==> src/sv/tgc_pkg.sv <==
// shared types, constants and register indexes for the touch gesture classifier
package tgc_pkg;

   localparam int COORD_BITS    = 12;
   localparam int TIME_BITS     = 32;
   localparam int MS_LIMIT_BITS = 16;
   localparam int GESTURE_BITS  = 3;
   localparam int GESTURE_COUNT = 6;
   localparam int CSR_IDX_BITS  = 3;
   localparam int CSR_DATA_BITS = 16;

   localparam logic [CSR_IDX_BITS-1:0] CSR_LONG_MIN   = 3'd0;
   localparam logic [CSR_IDX_BITS-1:0] CSR_SHORT_MIN  = 3'd1;
   localparam logic [CSR_IDX_BITS-1:0] CSR_X_LIMIT    = 3'd2;
   localparam logic [CSR_IDX_BITS-1:0] CSR_Y_LIMIT    = 3'd3;
   localparam logic [CSR_IDX_BITS-1:0] CSR_GEST_EN    = 3'd4;

   localparam logic [MS_LIMIT_BITS-1:0] LONG_MIN_RESET  = 16'd1000;
   localparam logic [MS_LIMIT_BITS-1:0] SHORT_MIN_RESET = 16'd50;
   localparam logic [COORD_BITS-1:0]    X_LIMIT_RESET   = 12'd40;
   localparam logic [COORD_BITS-1:0]    Y_LIMIT_RESET   = 12'd40;
   localparam logic [GESTURE_COUNT-1:0] GEST_EN_RESET   = 6'h3F;

   typedef enum logic [GESTURE_BITS-1:0] {
      GEST_SHORT_CLICK = 3'd0,
      GEST_LONG_CLICK  = 3'd1,
      GEST_SWIPE_RIGHT = 3'd2,
      GEST_SWIPE_LEFT  = 3'd3,
      GEST_SWIPE_DOWN  = 3'd4,
      GEST_SWIPE_UP    = 3'd5
   } gesture_type;

   typedef struct packed {
      logic                  touched;
      logic [COORD_BITS-1:0] pos_x;
      logic [COORD_BITS-1:0] pos_y;
      logic [TIME_BITS-1:0]  time_ms;
   } req_type;

   typedef struct packed {
      gesture_type           gesture;
      logic [COORD_BITS-1:0] end_x;
      logic [COORD_BITS-1:0] end_y;
   } rsp_type;

   typedef struct packed {
      logic [MS_LIMIT_BITS-1:0] long_min;
      logic [MS_LIMIT_BITS-1:0] short_min;
      logic [COORD_BITS-1:0]    x_limit;
      logic [COORD_BITS-1:0]    y_limit;
      logic [GESTURE_COUNT-1:0] enable;
   } cfg_type;

   typedef struct packed {
      logic                  pen_is_down;
      logic [TIME_BITS-1:0]  down_time;
      logic [COORD_BITS-1:0] down_x;
      logic [COORD_BITS-1:0] down_y;
      logic [COORD_BITS-1:0] last_x;
      logic [COORD_BITS-1:0] last_y;
   } pen_type;

   typedef struct packed {
      logic        emit;
      gesture_type gesture;
   } cls_type;

endpackage

==> src/sv/touch_gesture_classifier.sv <==
// touch gesture classifier top level: input register, classify, result register
//
//   channel  direction  handshake              payload
//   req      in         req_valid/req_ready    req_data (touched, pos_x, pos_y, time_ms)
//   rsp      out        rsp_valid/rsp_ready    rsp_data (gesture, end_x, end_y)
//   csr      in         csr_wr_en              csr_index, csr_wdata
//
// one poll per cycle while no held result stalls the input; a taken poll passes
// through the input register, then classification into the result register
// polls that give no result still pass through the input register
// reset clears pen state, pipeline valids and loads the register defaults
// a held result stalls the input register, which stalls req_ready
module touch_gesture_classifier (
   input  logic                               clock,
   input  logic                               reset,
   input  logic                               req_valid,
   output logic                               req_ready,
   input  tgc_pkg::req_type                   req_data,
   output logic                               rsp_valid,
   input  logic                               rsp_ready,
   output tgc_pkg::rsp_type                   rsp_data,
   input  logic                               csr_wr_en,
   input  logic [tgc_pkg::CSR_IDX_BITS-1:0]   csr_index,
   input  logic [tgc_pkg::CSR_DATA_BITS-1:0]  csr_wdata
);
   import tgc_pkg::*;

   cfg_type cfg;
   pen_type pen;
   cls_type cls;

   logic    s1_valid_ff;
   logic    s1_valid_in;
   req_type s1_item_ff;
   logic    rsp_valid_ff;
   logic    rsp_valid_in;
   rsp_type rsp_data_ff;
   logic    out_free;
   logic    s1_fire;
   logic    rsp_load;
   logic    req_fire;

   assign out_free  = !rsp_valid_ff || rsp_ready;
   assign s1_fire   = s1_valid_ff && out_free;
   assign rsp_load  = s1_fire && cls.emit;
   assign req_ready = !s1_valid_ff || out_free;
   assign req_fire  = req_valid && req_ready;

   assign s1_valid_in  = req_fire || (s1_valid_ff && !s1_fire);
   assign rsp_valid_in = rsp_load || (rsp_valid_ff && !rsp_ready);

   always_ff @(posedge clock) begin
      if (reset) begin
         s1_valid_ff  <= 1'b0;
         rsp_valid_ff <= 1'b0;
      end else begin
         s1_valid_ff  <= s1_valid_in;
         rsp_valid_ff <= rsp_valid_in;
      end
   end

   always_ff @(posedge clock) begin
      if (req_fire) begin
         s1_item_ff <= req_data;
      end
      if (rsp_load) begin
         rsp_data_ff.gesture <= cls.gesture;
         rsp_data_ff.end_x   <= pen.last_x;
         rsp_data_ff.end_y   <= pen.last_y;
      end
   end

   tgc_cfg u_cfg (
      .clock     (clock),
      .reset     (reset),
      .csr_wr_en (csr_wr_en),
      .csr_index (csr_index),
      .csr_wdata (csr_wdata),
      .cfg       (cfg)
   );

   tgc_state u_state (
      .clock (clock),
      .reset (reset),
      .step  (s1_fire),
      .item  (s1_item_ff),
      .pen   (pen)
   );

   tgc_classify u_classify (
      .item (s1_item_ff),
      .pen  (pen),
      .cfg  (cfg),
      .cls  (cls)
   );

   assign rsp_valid = rsp_valid_ff;
   assign rsp_data  = rsp_data_ff;

   // a touched poll never produces a result
   assert property (@(posedge clock) disable iff (reset)
      s1_fire && s1_item_ff.touched |-> !rsp_load)
      else $error("result produced by a touched item");

   // pen is down after a touched poll and up after a release
   assert property (@(posedge clock) disable iff (reset)
      s1_fire && s1_item_ff.touched |=> pen.pen_is_down)
      else $error("pen not down after touched item");

   assert property (@(posedge clock) disable iff (reset)
      s1_fire && !s1_item_ff.touched |=> !pen.pen_is_down)
      else $error("pen still down after release item");

   // input back-pressure only when both registers are occupied
   assert property (@(posedge clock) disable iff (reset)
      !req_ready |-> s1_valid_ff && rsp_valid_ff)
      else $error("input stalled with a free register");

   // a new result never overwrites one still waiting
   assert property (@(posedge clock) disable iff (reset)
      rsp_load |-> !rsp_valid_ff || rsp_ready)
      else $error("result register overwritten");

endmodule

==> src/sv/tgc_cfg.sv <==
// configuration registers with the write port decode
module tgc_cfg (
   input  logic                               clock,
   input  logic                               reset,
   input  logic                               csr_wr_en,
   input  logic [tgc_pkg::CSR_IDX_BITS-1:0]   csr_index,
   input  logic [tgc_pkg::CSR_DATA_BITS-1:0]  csr_wdata,
   output tgc_pkg::cfg_type                   cfg
);
   import tgc_pkg::*;

   cfg_type cfg_ff;
   cfg_type cfg_in;

   always_comb begin
      cfg_in = cfg_ff;
      if (csr_wr_en) begin
         unique case (csr_index)
            CSR_LONG_MIN:  cfg_in.long_min  = csr_wdata[MS_LIMIT_BITS-1:0];
            CSR_SHORT_MIN: cfg_in.short_min = csr_wdata[MS_LIMIT_BITS-1:0];
            CSR_X_LIMIT:   cfg_in.x_limit   = csr_wdata[COORD_BITS-1:0];
            CSR_Y_LIMIT:   cfg_in.y_limit   = csr_wdata[COORD_BITS-1:0];
            CSR_GEST_EN:   cfg_in.enable    = csr_wdata[GESTURE_COUNT-1:0];
            default:       cfg_in = cfg_ff;
         endcase
      end
   end

   always_ff @(posedge clock) begin
      if (reset) begin
         cfg_ff.long_min  <= LONG_MIN_RESET;
         cfg_ff.short_min <= SHORT_MIN_RESET;
         cfg_ff.x_limit   <= X_LIMIT_RESET;
         cfg_ff.y_limit   <= Y_LIMIT_RESET;
         cfg_ff.enable    <= GEST_EN_RESET;
      end else begin
         cfg_ff <= cfg_in;
      end
   end

   assign cfg = cfg_ff;

endmodule

==> src/sv/tgc_state.sv <==
// pen-down and last-position tracking across polls
module tgc_state (
   input  logic             clock,
   input  logic             reset,
   input  logic             step,
   input  tgc_pkg::req_type item,
   output tgc_pkg::pen_type pen
);
   import tgc_pkg::*;

   pen_type pen_ff;
   pen_type pen_in;

   always_comb begin
      pen_in = pen_ff;
      if (step) begin
         if (item.touched) begin
            if (!pen_ff.pen_is_down) begin
               pen_in.pen_is_down = 1'b1;
               pen_in.down_time   = item.time_ms;
               pen_in.down_x      = item.pos_x;
               pen_in.down_y      = item.pos_y;
            end
            pen_in.last_x = item.pos_x;
            pen_in.last_y = item.pos_y;
         end else begin
            pen_in.pen_is_down = 1'b0;
         end
      end
   end

   always_ff @(posedge clock) begin
      if (reset) begin
         pen_ff <= '0;
      end else begin
         pen_ff <= pen_in;
      end
   end

   assign pen = pen_ff;

endmodule

==> src/sv/tgc_classify.sv <==
// release classification: hold time against minimums, travel against limits
module tgc_classify (
   input  tgc_pkg::req_type item,
   input  tgc_pkg::pen_type pen,
   input  tgc_pkg::cfg_type cfg,
   output tgc_pkg::cls_type cls
);
   import tgc_pkg::*;

   logic [TIME_BITS-1:0]  held;
   logic                  long_hit;
   logic                  short_hit;
   logic                  release_hit;
   logic [COORD_BITS:0]   right_reach;
   logic [COORD_BITS:0]   left_reach;
   logic [COORD_BITS:0]   down_reach;
   logic [COORD_BITS:0]   up_reach;
   logic                  go_right;
   logic                  go_left;
   logic                  go_down;
   logic                  go_up;
   gesture_type           code;

   // wrapping hold time; minimums are 16 bits so upper bits set means exceeded
   assign held      = item.time_ms - pen.down_time;
   assign long_hit  = (held[TIME_BITS-1:MS_LIMIT_BITS] != '0) ||
                      (held[MS_LIMIT_BITS-1:0] > cfg.long_min);
   assign short_hit = (held[TIME_BITS-1:MS_LIMIT_BITS] != '0) ||
                      (held[MS_LIMIT_BITS-1:0] > cfg.short_min);

   // signed travel compares rewritten as unsigned sums one bit wider
   assign right_reach = {1'b0, pen.down_x} + {1'b0, cfg.x_limit};
   assign left_reach  = {1'b0, pen.last_x} + {1'b0, cfg.x_limit};
   assign down_reach  = {1'b0, pen.down_y} + {1'b0, cfg.y_limit};
   assign up_reach    = {1'b0, pen.last_y} + {1'b0, cfg.y_limit};
   assign go_right    = {1'b0, pen.last_x} > right_reach;
   assign go_left     = {1'b0, pen.down_x} > left_reach;
   assign go_down     = {1'b0, pen.last_y} > down_reach;
   assign go_up       = {1'b0, pen.down_y} > up_reach;

   always_comb begin
      if (!long_hit) begin
         code = GEST_SHORT_CLICK;
      end else if (go_right) begin
         code = GEST_SWIPE_RIGHT;
      end else if (go_left) begin
         code = GEST_SWIPE_LEFT;
      end else if (go_down) begin
         code = GEST_SWIPE_DOWN;
      end else if (go_up) begin
         code = GEST_SWIPE_UP;
      end else begin
         code = GEST_LONG_CLICK;
      end
   end

   // a long hold emits, if its gesture is enabled, even when the short minimum is set higher
   assign release_hit = !item.touched && pen.pen_is_down;
   assign cls.gesture = code;
   assign cls.emit    = release_hit && (long_hit || short_hit) && cfg.enable[code];

endmodule
==> config.mk <==
export PLATFORM = sky130hd
export DESIGN_NAME = touch_gesture_classifier
export DESIGN_NICKNAME = d
export VERILOG_FILES = /design/src/sv/tgc_pkg.sv /design/src/sv/touch_gesture_classifier.sv /design/src/sv/tgc_cfg.sv /design/src/sv/tgc_state.sv /design/src/sv/tgc_classify.sv
export SDC_FILE = /design/constraint.sdc
export NUM_CORES = 1
export LEC_CHECK = 0
export ABC_AREA = 1
export BUFFER_PORTS_ARGS = -buffer_cell sky130_fd_sc_hd__buf_2
export CAP_MARGIN = 20
export CORE_UTILIZATION = 50
export CTS_CLUSTER_DIAMETER = 30
export DETAILED_ROUTE_END_ITERATION = 10
export PLACE_DENSITY_LB_ADDON = 0.05
export SETUP_SLACK_MARGIN = 0.5
export SLEW_MARGIN = 15
export SYNTH_ARGS = -nofsm -noshare
export SYNTH_HDL_FRONTEND = slang
export SYNTH_SLANG_ARGS = --single-unit
==> constraint.sdc <==
create_clock -name clock -period 4.1 [get_ports clock]
set_clock_uncertainty 0.1 [all_clocks]
set_input_delay 1.23 -clock clock [delete_from_list [all_inputs] [get_ports clock]]
set_output_delay 1.23 -clock clock [all_outputs]
set_load 0.1 [all_outputs]
==> impl_metrics.toml <==
[drt]
antenna_left = 0
drc_errors = 0
top_layer = "met4"
wirelength_met1_mm = 15.9
route.met2.wl_mm = 18.1
dr.pass1.iters = 5
wl_met3_mm = 1.73
wl_per_cell_um = 15.3
drt-total-wl_mm = 36.8
vias = 12200
drt_iter0_drc = 682
drt-vias-per-instance = 5.09

[sta]
drv_slew = 0
worstMarginPinSlew_ps = 1040
finalCriticalPeriod_ps = 4100
fmax_ghz = 0.244
max_slew_margin_pct = 30.4
setup_viol = 0
final_hold_viol_count = 0
finalCritPeriodShare_pct = 99.9
holdWs_ps = 356
rsz0062_at_grt = "true"

[layout]
final_cells = 2404
design_area_um2 = 17600
layout-drive-gt1-share_pct = 18.9
syn_to_final_growth_pct = 25.7
nets = 2235
diodes = 0

[job]
maxCapViolations = 0

[clock_network]
insertion_delay_ps = 560
numCtsBuffers = 50
clk_pin_slew_ps = 40
hold_buffers = 0
cts_buffer_depth = 3
htreeDepth = 2
cts_root_buffer = "clkbuf_16"
cts_tree = "yes"
cts_sinks = 229

[logic_synthesis]
syn_inst = 1817
synth_top_flop_cell = "dfxtp_1"
synth.most_common_cell = "nand2_1"
synthArstFlopShare_pct = 0
synth-seq-cells = 229
synthDistinctLibCells = 39
synth_fa_ha_area_share_pct = 15.0
netlist_area_um2 = 14000
synth_top_family_by_area = "simple AND/OR/NAND/NOR gates"
syn_avg_cell_area_um2 = 7.69
synth_xor_area_share_pct = 3.45
ys_top_cells_by_area = "dfxtp_1, edfxtp_1, ha_1"
synth_edf_count = 84
synth_compound_area_share_pct = 12.7
ys_seq_area_share_pct = 38.8
netlist_top_cells_count = "nand2_1, inv_1, a21oi_1, nor2_1, ha_1"
synthesis.nets = 2062
yosys.area_share.simple_pct = 21.5
muxShareOfSynthArea_pct = 0
netlist.area_leader.share_pct = 20.8
synth_warnings = 0
synth_area_leader_cell = "dfxtp_1"

[hold_path]
hold_path_class = "reg -> reg"
hold_path_depth = 2
worstHoldStart = "u_state.pen[68]"
hold_path_end = "u_state.pen[68]"

[floorplan]
fp.dieArea_um2 = 28600
ios = 110
die_h_um = 169
core-area_um2 = 27200
start_util_pct = 51.4
die_w_um = 169
core.rowCount = 60

[placed_design]
dp_cells = 2277
place_congestion = 0.912
dp_hpwl_mm = 26.8
portBuffers = 109
post_dp_cell_area_um2 = 15100

[power_and_ir_drop]
p_leak_uw = 0.00846
ir_drop_uv = 378
powerDensity_nw_per_um2 = 463

[global_route]
first_global_vias = 12000
grt_max_degree = 95
antenna_found_initial = 0
grt_use_total_pct = 26.3
grt_overflow = 0
grt_pass1_wl_mm = 59.5

[critical_path]
worstRegToRegCells = 29
start_kind = "flop"
cpMostUsedCell = "nand2_1"
crit_fanout = 8
r2r_end = "rsp_data[2]"
critPathCaptureType = "flop"
required_ps = 4250
crit_type = "reg -> reg"
r2r-start = "s1_item_ff[0]"
crit_slowest_cell = "fa_2"
crit_path_max_incr_delay_ps = 370
cp.arrival_ps = 4250
r2r_setup_slack_ps = 4

[outcome]
status = "completed"
## layout by cell type, fill, tap and decap left out, types with 10 or more instances in the layout
| master | synthesis | layout |
|---|---|---|
| inv_1 | 267 | 261 |
| nand3_1 | 68 | 63 |
| nor2_1 | 160 | 156 |
| ha_4 | 0 | 16 |
| nand2_2 | 19 | 34 |
| xor2_1 | 39 | 32 |
| inv_2 | 10 | 14 |
| o21bai_1 | 10 | 10 |
| clkbuf_16 | 0 | 51 |
| ha_1 | 159 | 140 |
| buf_4 | 0 | 43 |
| nand4_1 | 18 | 18 |
| xnor2_1 | 16 | 15 |
| edfxtp_1 | 84 | 84 |
| a21oi_2 | 5 | 14 |
| buf_2 | 0 | 109 |
| o211ai_1 | 13 | 13 |
| dfxtp_1 | 145 | 135 |
| nand2_1 | 416 | 401 |
| o21ai_0 | 122 | 114 |
| a21oi_1 | 164 | 152 |
## cell families (layout without fill, tap and decap cells)
logic type,after synthesis,in the layout
and+or+nand+nor,718,718
buffers and inverters,320,535
adders and majority gates,164,164
AOI/OAI and AO/OA,331,331
DFF,229,229
xor gates and xnor gates,55,55
## metrics by stage
step / setup slack, ps / utilization [%] / total power, uW / setup TNS [ps]
floorplan: 214 / - / 3580 / 0
global placement: -73.6 / 55.7 / 3940 / -1670
detailed placement: -156 / 55.7 / 3970 / -3930
CTS: 32.8 / 64.2 / 8170 / 0
global route: -288 / 64.6 / 8530 / -7350
finish: 4.44 / 64.6 / 8130 / 0
## power breakdown
group / internal [uW] / total (uW) / switching [uW]
combinational: 577 / 1490 / 916
sequential: 2480 / 2560 / 80.2
clock: 2760 / 4080 / 1320
total: 5820 / 8130 / 2310
## layout make-up
type | instances | area [um^2]
Tap cell | 372 | 465
Inverter | 278 | 1050
Timing Repair Buffer | 163 | 1080
Sequential cell | 229 | 5440
Clock buffer | 60 | 1330
Clock inverter | 34 | 403
Multi-Input combinational cell | 1268 | 7800
Fill cell | 2390 | 9610
## flip-flops by register name, summed over array words and instances (netlist names)
register / flops
u_state.pen: 81
u_cfg.cfg: 62
s1_item_ff: 57
rsp_data: 27
rsp_valid: 1
s1_valid_ff: 1
## worst max-delay path by stage
stage	start	end	slack, ps	depth (start not counted)
floorplan	u_cfg.cfg[20]	rsp_data[0]	210	30
global placement	s1_item_ff[0]	rsp_data[17]	-70	28
detailed placement	s1_item_ff[0]	rsp_data[17]	-160	28
CTS	u_cfg.cfg[20]	rsp_data[14]	30	31
global route	u_cfg.cfg[8]	rsp_data[14]	-290	27
finish	s1_item_ff[0]	rsp_data[2]	4	29
## worst max-delay path, delay by kind of cell (launching register included)
| kind | cells | cell delay [ps] |
|---|---|---|
| AND/OR/NAND/NOR | 20 | 1700 |
| adder cells (fa/ha/maj) | 3 | 870 |
| buffers and inverters | 5 | 510 |
| flip-flops | 1 | 320 |
| XOR/XNOR | 1 | 290 |
## routing by layer
metal	track usage, %	vias up
li1	-	6271
met5	0	-
met4	8.73	0
met2	47.2	271
met1	31.9	5635
met3	4.41	69
## timing repair
action,4_1_cts,5_1_grt
endpoints found under the setup margin,31,31
pin swaps,13,18
setup buffers,26,5
gates resized for setup,64,23
cloned,2,0
Power figures use the tool's default switching activity.
